File: config.mk
export PLATFORM = sky130hd
export DESIGN_NAME = hsi_sum_tree
export DESIGN_NICKNAME = d
export VERILOG_FILES = /design/src/rtl/hsi_sum_tree.sv
export SDC_FILE = /design/constraint.sdc
export NUM_CORES = 1
export LEC_CHECK = 0
export BUFFER_PORTS_ARGS = -buffer_cell sky130_fd_sc_hd__clkbuf_2
export CAP_MARGIN = 20
export CORE_MARGIN = 5
export CORE_UTILIZATION = 64
export DETAILED_ROUTE_END_ITERATION = 12
export PLACE_DENSITY = 0.95
export SLEW_MARGIN = 10
export SYNTH_ARGS = -nofsm -noshare
export SYNTH_HDL_FRONTEND = slang
export SYNTH_SLANG_ARGS = --single-unit
File: constraint.sdc
create_clock -name clk -period 10.1 [get_ports clk]
set_clock_uncertainty 0.15 [all_clocks]
set_input_delay 1.01 -clock clk [delete_from_list [all_inputs] [get_ports clk]]
set_output_delay 1.01 -clock clk [all_outputs]
set_load 0.005 [all_outputs]
File: src/rtl/hsi_sum_tree.sv
// Registered binary adder tree over the cell products, with a register at every level.
// No package dependency.
module hsi_sum_tree #(
    parameter int N     = 15,
    parameter int IN_W  = 32,
    parameter int OUT_W = 36
) (
    input  logic                    clk,
    input  logic                    en,
    input  logic signed [IN_W-1:0]  leaf_in [N],
    output logic signed [OUT_W-1:0] sum
);
    localparam int LVL    = $clog2(N);
    localparam int LEAVES = 2 ** LVL;
    localparam int NODES  = LEAVES - 1;

    logic signed [OUT_W-1:0] leaf     [LEAVES];
    logic signed [OUT_W-1:0] node_reg [1:NODES];

    for (genvar k = 0; k < LEAVES; k++)
    begin : g_leaf
        if (k < N)
        begin : g_used
            assign leaf[k] = OUT_W'(leaf_in[k]);
        end
        else
        begin : g_pad
            assign leaf[k] = '0;
        end
    end

    for (genvar i = 1; i <= NODES; i++)
    begin : g_node
        if (2 * i >= LEAVES)
        begin : g_bottom
            always_ff @(posedge clk)
            begin
                if (en)
                begin
                    node_reg[i] <= leaf[2*i-LEAVES] + leaf[2*i+1-LEAVES];
                end
            end
        end
        else
        begin : g_inner
            always_ff @(posedge clk)
            begin
                if (en)
                begin
                    node_reg[i] <= node_reg[2*i] + node_reg[2*i+1];
                end
            end
        end
    end

    assign sum = node_reg[1];

endmodule

==> impl_metrics.env <==
export IMPL_antenna_found_initial=4
export IMPL_synthesis_area_per_instance_um2=10.4
export IMPL_hold_buffers=0
export IMPL_syn_nets=4571
export IMPL_fmax_mhz=228
export IMPL_cts_buffer_depth=3
export IMPL_min_period_over_period=0.434
export IMPL_clock_root_buffer="clkbuf_16"
export IMPL_synth_seq_cells=515
export IMPL_status="finished, final reports clean"
export IMPL_powerDensity_nw_per_um2=258
export IMPL_p_leak_nw=18.8
export IMPL_multi_input_area_um2=21500
export IMPL_htree_levels=2
export IMPL_setup_tns_ps=0
export IMPL_worstMarginPinSlew_ps=1120
export IMPL_synth_edf_count=515
export IMPL_post_route_drc_count=0
export IMPL_port_buffers=517
export IMPL_area_growth_pct=13.2
export IMPL_yosysTopAreaCellShare=0.410
export IMPL_cts_tree="yes"
export IMPL_crit_arrival_ps=4580
export IMPL_first_iter_violations=3217
export IMPL_cts_post_setup_buffers_inserted=0
export IMPL_initial_core_util=0.643
export IMPL_path_clk_slew_ps=60
export IMPL_die_y_um=253
export IMPL_hold_worst_slack_ps=394
export IMPL_end_kind="register"
export IMPL_largest_reg_flops=515
export IMPL_grt_usage=0.303
export IMPL_path_class="register to register"
export IMPL_synth_area_leaders="edfxtp_1, ha_1, xnor2_1"
export IMPL_yosysSeqAreaShare=0.410
export IMPL_vdd_drop_max_mv=0.210
export IMPL_setup_violations=0
export IMPL_syn_area_um2=37700
export IMPL_placed_cells=4817
export IMPL_cts_sinks=515
export IMPL_grt_pass1_wl_um=156000
export IMPL_final_setup_worst_slack_ps=5720
export IMPL_drt_wl_total_um=101000
export IMPL_overflow=0
export IMPL_design_core_area_um2=58700
export IMPL_cp_start_kind="register"
export IMPL_vias_per_cell=6.32
export IMPL_post_place_ws_ps=5430
export IMPL_wl_per_cell_um=20.5
export IMPL_synth_warnings=0
export IMPL_final_cells=4918
export IMPL_cts_resized=0
export IMPL_crit_fanout=5
export IMPL_hold_viol_final=0
export IMPL_fillers=3947
export IMPL_maxCapViolCount=0
export IMPL_seq_area_um2=15500
export IMPL_maxSlewViolCount=0
export IMPL_die_area_um2=63900
export IMPL_hpwl_um=80200
export IMPL_ys_types=71
export IMPL_drt_pass1_iterations=8
export IMPL_routabilityCongestion=0.973
export IMPL_synth_top_cell_by_area="edfxtp_1"
export IMPL_ys_flop_type="edfxtp_1"
export IMPL_hold_class="register to register"
export IMPL_grt_pass1_vias=29800
export IMPL_worst_ep_required_time_ps=10300
export IMPL_clk_latency_ps=610
export IMPL_ant_nets=0
export IMPL_maxSlewHeadroom=0.253
export IMPL_cts_buffers=54
export IMPL_die_w_um=253
export IMPL_grt_max_degree=190
export IMPL_ioPinCount=518
export IMPL_drive_gt1_frac=0.153
export IMPL_nets=5057
export IMPL_fin_crit_ps=4380
export IMPL_synthArstFlopShare=0
export IMPL_rsz0062_at_grt="false"
export IMPL_syn_inst=3614
export IMPL_rows=89
export IMPL_vias=31100
## layer usage
layer / up-vias / track usage / share of wire
li1: 14700 / - / -
met1: 14600 / 0.407 / 0.40
met2: 1545 / 0.511 / 0.48
met3: 260 / 0.0389 / 0.083
met4: 0 / 0.107 / 0.038
met5: - / 0 / 0
## critical path, cell delays in order, from the launching register on
cell and delay (ps):
edfxtp_1 400, ha_1 360, a2111oi_0 550, o21ai_0 230, o211a_1 190, nor4_1 480, o31ai_1 210, a21boi_0 520
o21ai_0 310, a21oi_1 330, o21ai_0 200, xor2_1 180
## stage by stage
stage	instance area [um^2]	utilization	power, mW
finish	42700	0.728	11.0
global route	42700	0.728	11.7
CTS	42700	0.728	10.9
detailed placement	40900	0.696	8.81
global placement	40900	0.696	8.63
floorplan	37700	-	7.44
## power by group
group          switching, mW  internal (mW)  leakage [nW]  total [mW]
Clock                  0.853           1.25         0.914        2.10
Combinational           3.05           2.21          12.8        5.26
Sequential             0.315           3.35          5.04        3.66
## layout make-up
class | count | area share
multi-input combinational | 2920 | 0.502
sequential | 515 | 0.362
timing repair buffer | 521 | 0.0618
clock buffer | 61 | 0.0327
tap | 773 | 0.0226
clock inverter | 37 | 0.0107
inverter | 88 | 0.00773
antenna | 3 | 0.000176
## synth_stat cells (all sizes together), types with 45 or more instances
master	count
xor2	142
a21o	242
nor2b	51
nor2	195
a21oi	432
inv	88
o21ai	208
nand2	189
edfxtp	515
clkbuf	54
o21bai	67
and3	50
nand4	51
xnor2	281
o21a	48
ha	461
nand2b	45
a31oi	53
nand3	88
## cells by family (layout without fill, tap and decap cells)
| group | after synthesis | after routing | share of synthesized area |
|---|---|---|---|
| AO/OA/AOI/OAI | 1261 | 1261 | 0.212 |
| XOR/XNOR | 423 | 423 | 0.0982 |
| adder cells (fa/ha/maj) | 475 | 475 | 0.160 |
| buffers and inverters | 179 | 707 | 0.0214 |
| flip-flops | 515 | 515 | 0.410 |
| multiplexers | 1 | 1 | 0.000265 |
| other | 0 | 3 | 0 |
| AND/OR/NAND/NOR | 760 | 760 | 0.0978 |
## layout by cell type, fill, tap and decap left out, types with 88 or more instances in the layout
| master | netlist | final |
|---|---|---|
| ha_1 | 461 | 461 |
| inv_1 | 88 | 88 |
| nand2_1 | 189 | 189 |
| o21ai_0 | 206 | 206 |
| xor2_1 | 142 | 142 |
| nor2_1 | 195 | 195 |
| xnor2_1 | 281 | 281 |
| clkbuf_2 | 0 | 516 |
| a21o_1 | 242 | 242 |
| edfxtp_1 | 515 | 515 |
| a21oi_1 | 431 | 431 |
| nand3_1 | 88 | 88 |
## final timing paths
| path | start | endpoint | slack (ps) | depth (start not counted) |
|---|---|---|---|---|
| worst max register to register | node_reg[0][328]$_DFFE_PP_ | node_reg[0][174]$_DFFE_PP_ | 5720 | 11 |
| worst min register to register | node_reg[0][468]$_DFFE_PP_ | node_reg[0][216]$_DFFE_PP_ | 390 | 1 |
| worst min-delay path | node_reg[0][468]$_DFFE_PP_ | node_reg[0][216]$_DFFE_PP_ | 390 | 1 |
| worst max-delay path | node_reg[0][328]$_DFFE_PP_ | node_reg[0][174]$_DFFE_PP_ | 5720 | 11 |
(Power assumes the default switching activity.)
