--- src/rtl/hsi_pkg.sv ---
// Shared types, constants and the low-pass coefficient table of the x3 interpolator.
// No dependencies; every other file but hsi_sum_tree.sv imports this package.
package hsi_pkg;

    localparam int SAMPLE_BITS     = 16;
    localparam int COEF_BITS       = 16;
    localparam int PROD_BITS       = SAMPLE_BITS + COEF_BITS;
    localparam int TAPS            = 43;
    localparam int TAP_IDX_W       = $clog2(TAPS);
    localparam int RATIO_DEF       = 3;
    localparam int EDGE_COPIES_DEF = 7;

    typedef logic signed [SAMPLE_BITS-1:0] sample_t;
    typedef logic signed [COEF_BITS-1:0]   coef_t;
    typedef logic signed [PROD_BITS-1:0]   prod_t;

    typedef struct packed {
        logic shift;
        logic fill;
    } cell_ctrl_t;

    localparam coef_t COEF_ROM [TAPS] = '{
        16'sd0, 16'sd0, 16'sd0, 16'sd0, -16'sd18, -16'sd53, 16'sd24, 16'sd260,
        16'sd356, -16'sd85, -16'sd883, -16'sd1068, 16'sd166, 16'sd2101, 16'sd2502,
        -16'sd247, -16'sd4599, -16'sd5847, 16'sd306, 16'sd13305, 16'sd26733,
        16'sd32440, 16'sd26733, 16'sd13305, 16'sd306, -16'sd5847, -16'sd4599,
        -16'sd247, 16'sd2502, 16'sd2101, 16'sd166, -16'sd1068, -16'sd883,
        -16'sd85, 16'sd356, 16'sd260, 16'sd24, -16'sd53, -16'sd18,
        16'sd0, 16'sd0, 16'sd0, 16'sd0
    };

    function automatic coef_t coef_at(input int j);
        coef_t c;
        c = '0;
        if (j >= 0 && j < TAPS)
        begin
            c = COEF_ROM[j[TAP_IDX_W-1:0]];
        end
        return c;
    endfunction

endpackage

--- src/rtl/hsi_cell.sv ---
// One tap cell: holds one history sample, passes it to its neighbor, and
// registers its product with the coefficient of the current phase. Depends on hsi_pkg.
module hsi_cell #(
    parameter int RATIO = hsi_pkg::RATIO_DEF,
    parameter int M     = 0
) (
    input  logic                       clk,
    input  logic                       en,
    input  hsi_pkg::cell_ctrl_t        ctrl,
    input  hsi_pkg::sample_t           fill_value,
    input  hsi_pkg::sample_t           nbr_value,
    input  logic [$clog2(RATIO)-1:0]   phase,
    output hsi_pkg::sample_t           hist,
    output hsi_pkg::prod_t             prod
);
    import hsi_pkg::*;

    sample_t hist_reg;
    sample_t hist_next;
    coef_t   coef_sel;
    prod_t   prod_reg;

    always_comb
    begin
        if (ctrl.fill)
        begin
            hist_next = fill_value;
        end
        else if (ctrl.shift)
        begin
            hist_next = nbr_value;
        end
        else
        begin
            hist_next = hist_reg;
        end
        coef_sel = coef_at(RATIO * M - int'(phase));
    end

    always_ff @(posedge clk)
    begin
        hist_reg <= hist_next;
        if (en)
        begin
            prod_reg <= hist_reg * coef_sel;
        end
    end

    assign hist = hist_reg;
    assign prod = prod_reg;

endmodule

--- config.mk ---
export PLATFORM = sky130hd
export DESIGN_NAME = hsi_cell
export DESIGN_NICKNAME = d
export VERILOG_FILES = /design/src/rtl/hsi_pkg.sv /design/src/rtl/hsi_cell.sv
export SDC_FILE = /design/constraint.sdc
export NUM_CORES = 1
export LEC_CHECK = 0
export ABC_AREA = 1
export BUFFER_PORTS_ARGS = -buffer_cell sky130_fd_sc_hd__buf_2
export CAP_MARGIN = 20
export CORE_UTILIZATION = 30
export CTS_CLUSTER_SIZE = 30
export DETAILED_ROUTE_END_ITERATION = 16
export GPL_TIMING_DRIVEN = 0
export HOLD_SLACK_MARGIN = 0.05
export PLACE_DENSITY = 0.7
export SYNTH_ARGS = -nofsm -noshare
export SYNTH_HDL_FRONTEND = slang
export SYNTH_SLANG_ARGS = --single-unit
--- constraint.sdc ---
create_clock -name clk -period 1.8 [get_ports clk]
set_input_delay 0 -clock clk [delete_from_list [all_inputs] [get_ports clk]]
set_output_delay 0 -clock clk [all_outputs]
set_load 0.01 [all_outputs]
==> flow_summary_export.csv, run 1 <==
group,metric,value,unit
yosys,synth_top_cell_by_area,"edfxtp_1",
grt,grt_pass1_vias,938,
route,drc,0,
route,wire_per_inst,9.55,um
clock_tree,clkSinkCount,16,
yosys,yosysWarningCount,0,
yosys,yosysSeqAreaShare,49.3,%
sta,period_share,73.3,%
placed_design,io_buffers,49,
die,io_pins,86,
clock_tree,htree_levels,1,
route,drt-pass1-iter-count,4,
power_and_ir_drop,p_per_area,553,mW/mm2
placed_design,gp_congestion,0.789,
yosys,synth_seq_cells,16,
placed_design,pre_cts_slack,749,ps
power_and_ir_drop,peakVddDrop,0.244,mV
route,drt_wl_total,2510,um
critical_path,cp.required,1830,ps
yosys,ys_types,9,
sta,setup_viol,0,
route,postRouteAntennaNets,0,
critical_path,path_max_fanout,1,
sta,rsz0062_at_grt,"false",
finish,synthToLayoutAreaGrowth,79.3,%
sta,max_slew.worst_pin.slew,642,ps
yosys,synth_top_area_share,49.3,%
sta,slew_headroom,57.2,%
die,core,0.00308,mm2
die,die_w,59,um
grt,antenna_found_initial,0,
critical_path,crit_arrival,1350,ps
clock_tree,cts_root_buffer,"clkbuf_4",
status,status,"finished clean",
clock_tree,cts_tree,"built",
clock_tree,cts_buffers,3,
die,initial_core_util,31.7,%
yosys,synth_cells,102,
critical_path,path_class,"in2reg",
sta,fin_setup_tns,0,ps
grt,overflow,0,
grt,grt_max_degree,17,
sta,setup_slack,480,ps
clock_tree,postCtsSetupBuffers,0,
yosys,syn_avg_cell_area,9.56,um2
sta,hold_viol_final,0,
job,cap_violations,0,
placed_design,hpwl,1470,um
route,route.vias.total,962,
grt,track_usage,15.2,%
critical_path,critPathLaunchType,"input port",
power_and_ir_drop,power,0.966,mW
clock_tree,cts.repair.resized,0,
placed_design,place_area,0.00139,mm2
finish,diodes,0,
critical_path,cp-startpoint,"nbr_value[10]",
power_and_ir_drop,p_leak,0.965,nW
finish,largest_register_ffs,16,
yosys,synthTopCellsByArea,"edfxtp_1 (49%), buf_4 (25%), nand2_1 (17%), nand2_2 (3.2%), buf_6 (2.3%)",
sta,timing.fmax,758,MHz
finish,drive_above_1_share,42.5,%
critical_path,critPathCapture,"hist[10]",
yosys,synth_area,975,um2
die,die_h,59,um
finish,nets,258,
critical_path,end_kind,"flop",
die,rows,20,
route,drt-vias-per-instance,3.66,
die,dieArea,0.00348,mm2
clock_tree,cts.clk_slew.worst_paths,80,ps
grt,grt_pass1_wl,3710,um
sta,drv_slew,0,
hold_path,hp-class,"in2reg",
finish,fin_area,0.00175,mm2
route,first_iter_violations,34,
sta,post-route-min-period,1320,ps
clock_tree,clockBufferDepth,2,
## cell usage after synthesis
master / instances
buf_12: 1
buf_4: 32
buf_6: 2
conb_1: 1
edfxtp_1: 16
inv_6: 1
nand2_1: 43
nand2_2: 5
or2_1: 1
## power by group
group	switching [mW]	internal, mW	leakage, nW
sequential	0.00884	0.457	0.165
clock	0.106	0.0805	0.0154
combinational	0.137	0.177	0.785
## critical path: stages
cell and delay, ps:
dlygate4sd3_1 550, buf_2 130, nand2_2 60, nand2_1 60, dlygate4sd3_1 560
## kinds of logic after synthesis
family / after synthesis / share of synthesized area [%]
flip-flops: 16 / 49.3
buffers and inverters: 36 / 29.9
other: 1 / 0.385
AND/OR/NAND/NOR: 49 / 20.4
## worst min path at each step
stage               cells after the start        to     startpoint  slack (ps)
floorplan                               2  hist[10]  nbr_value[10]         170
global placement                        3   hist[8]  fill_value[8]         270
detailed placement                      3  hist[11]  nbr_value[11]         270
global route                            5   hist[8]        ctrl[0]         280
finish                                  5   hist[8]        ctrl[0]         250
CTS                                     4   hist[9]  fill_value[9]         500
## cells in the final DEF, fill, tap and decap left out, drive strengths merged
cell type    Yosys  routed
or2              1       1
inv              1       1
clkinv           0       1
nand2           48      48
buf             35      84
dlygate4sd3      0      33
conb             1      32
clkbuf           0       3
edfxtp          16      16
## timing repair
item,4_1_cts,5_1_grt
endpoints found under the hold margin,16,1
endpoints found under the setup margin,0,1
hold buffers,33,1
## metal layers
metal	up-vias	share of wire [%]	GRT usage, %
met5	-	0	0
met4	0	4.7	15.0
met3	12	11	4.59
met2	75	49	27.3
met1	387	35	13.1
li1	488	-	-
## stage by stage
step                      cells  utilization, %  hold slack [ps]
after floorplan             133               -              173
after global placement      226            45.2              269
after detailed placement    226            45.2              270
after CTS                   263            56.8              502
after global routing        263            56.8              281
final                       263            56.8              245
## cell type report
class | instances | area (um2)
Tap cell | 44 | 55.1
Clock inverter | 1 | 3.75
Clock buffer | 3 | 22.5
Fill cell | 270 | 1330
Sequential cell | 16 | 480
Inverter | 1 | 8.76
Buffer | 35 | 283
Multi-Input combinational cell | 81 | 319
Timing Repair Buffer | 82 | 576
(Power assumes the default switching activity.)
==> inputs of run 2 (changes only) <==
- clock period: 1.8 -> 1.3 ns (I/O delays scaled with it)
==> run 2 against run 1 <==
Compared with the run above: the flow now finishes with violations (negative hold slack); clock power up 40%; global-route usage increased by 0.46 points; die area unchanged; largest cell class unchanged; sequential cell count unchanged; sequential share of layout area up 0.28 points; combinational power increased by 37%; core utilization shrank 0.57 points.
==> flow_summary_export.csv, run 2 (synthesized netlist as in run 1, its figures left out) <==
group,metric,value,unit
status,status,"complete, but fails checks",
status,violations,"negative hold slack",
sta,fin_setup_tns,0,ps
power_and_ir_drop,p_leak,0.965,nW
sta,timing.fmax,775,MHz
placed_design,hpwl,1470,um
critical_path,cp_slowest_cell,"dlygate4sd3_1",
clock_tree,cts_tree,"built",
die,dieArea,0.00348,mm2
clock_tree,cts_root_buffer,"clkbuf_4",
power_and_ir_drop,swShare,26.4,%
finish,nets,256,
critical_path,slowest_delay,550,ps
route,drc,0,
power_and_ir_drop,p_per_area,772,mW/mm2
clock_tree,clockBufferDepth,2,
power_and_ir_drop,switchingPower,0.352,mW
route,drt_wl_total,2540,um
finish,diodes,0,
die,core,0.00308,mm2
critical_path,path_class,"in2reg",
power_and_ir_drop,internal_power,0.983,mW
hold_path,hp-class,"in2reg",
finish,largest_register_ffs,16,
die,die_h,59,um
route,drt-vias-per-instance,3.63,
die,die_w,59,um
route,route.vias.total,948,
grt,overflow,0,
route,first_iter_violations,46,
job,cap_violations,0,
sta,drv_slew,0,
critical_path,cp_cell_sequence,"dlygate4sd3_1, buf_2, nand2_1, nand2_1, dlygate4sd3_1",
clock_tree,clkSinkCount,16,
grt,grt_max_degree,17,
critical_path,end_kind,"flop",
power_and_ir_drop,pwr-share-seq,48.3,%
sta,rsz0062_at_grt,"false",
route,postRouteAntennaNets,0,
sta,post-route-min-period,1290,ps
placed_design,placedCellCount,226,
critical_path,cp.required,1340,ps
critical_path,critPathLaunchType,"input port",
finish,synthToLayoutAreaGrowth,77.5,%
placed_design,io_buffers,49,
grt,grt_pass1_wl,3800,um
sta,hold_viol_final,1,
clock_tree,htree_levels,1,
route,wire_per_inst,9.74,um
sta,max_slew.worst_pin.slew,649,ps
grt,antenna_found_initial,0,
die,initial_core_util,31.7,%
critical_path,cp-startpoint,"nbr_value[14]",
sta,period_share,99.3,%
power_and_ir_drop,peakVddDrop,0.341,mV
finish,layout_common_cells,"buf_2 (49), nand2_1 (43), buf_4 (32), conb_1 (32), dlygate4sd3_1 (30)",
sta,slew_headroom,56.7,%
placed_design,place_area,0.00139,mm2
grt,grt_pass1_vias,929,
power_and_ir_drop,power,1.34,mW
finish,fin_area,0.00173,mm2
sta,hold_slack,-6.29,ps
finish,finalNonFillerCells,261,
critical_path,path_max_fanout,1,
clock_tree,cts_buffers,3,
placed_design,gp_congestion,0.789,
power_and_ir_drop,power_frac_comb,32.1,%
die,rows,20,
finish,layout_commonest_cell,"buf_2",
power_and_ir_drop,pwr-share-clk,19.6,%
sta,setup_viol,0,
clock_tree,postCtsSetupBuffers,0,
finish,drive_above_1_share,42.9,%
die,io_pins,86,
grt,track_usage,15.7,%
critical_path,crit_arrival,1330,ps
route,drt-pass1-iter-count,4,
hold_path,min_from,"fill_value[5]",
clock_tree,cts.clk_slew.worst_paths,90,ps
[run 2: worst max-delay path: cells and delay by family]
kind / cells / cell delay, ps
AND/OR/NAND/NOR: 2 / 120
buffers and inverters: 3 / 1220
[run 2: worst paths after layout]
path,cells past startpoint,endpoint,slack [ps]
max,5,hist[14],9
min,3,hist[5],-6
[run 2: power groups by stage]
stage                     sequential [mW]  combinational [mW]  clock, mW
final                               0.645               0.429      0.262
after global routing                0.650               0.469      0.304
after CTS                           0.645               0.420      0.266
after detailed placement            0.657               0.328          0
after global placement              0.654               0.326          0
after floorplan                     0.691               0.181          0
[run 2: metal layers]
metal  up-vias  GRT usage [%]  wire, um
met5         -              0         0
li1        484              -         -
met3         8           4.59       269
met2        69           29.4      1290
met1       387           13.5       905
met4         0           12.9        80
[run 2: what timing repair did]
action | CTS | global route
endpoints found under the hold margin | 16 | 0
gates resized for setup | 0 | 1
endpoints found under the setup margin | 0 | 3
hold buffers | 33 | 0
[run 2: metrics by stage]
step / setup slack (ps) / util, % / hold WS, ps
3_5_place_dp: 249 / 45.2 / 270
4_1_cts: 54.3 / 56.8 / 232
6_report: 9.14 / 56.2 / -6.29
2_1_floorplan: 389 / - / 173
3_3_place_gp: 258 / 45.2 / 269
5_1_grt: 8.64 / 56.2 / 64.9
[run 2: final cells by class]
class	count	area, um2
fill	277	1350
timing repair buffer	80	558
sequential	16	480
multi-input combinational	81	319
buffer	35	283
tap	44	55.1
clock buffer	3	22.5
inverter	1	8.76
clock inverter	1	3.75
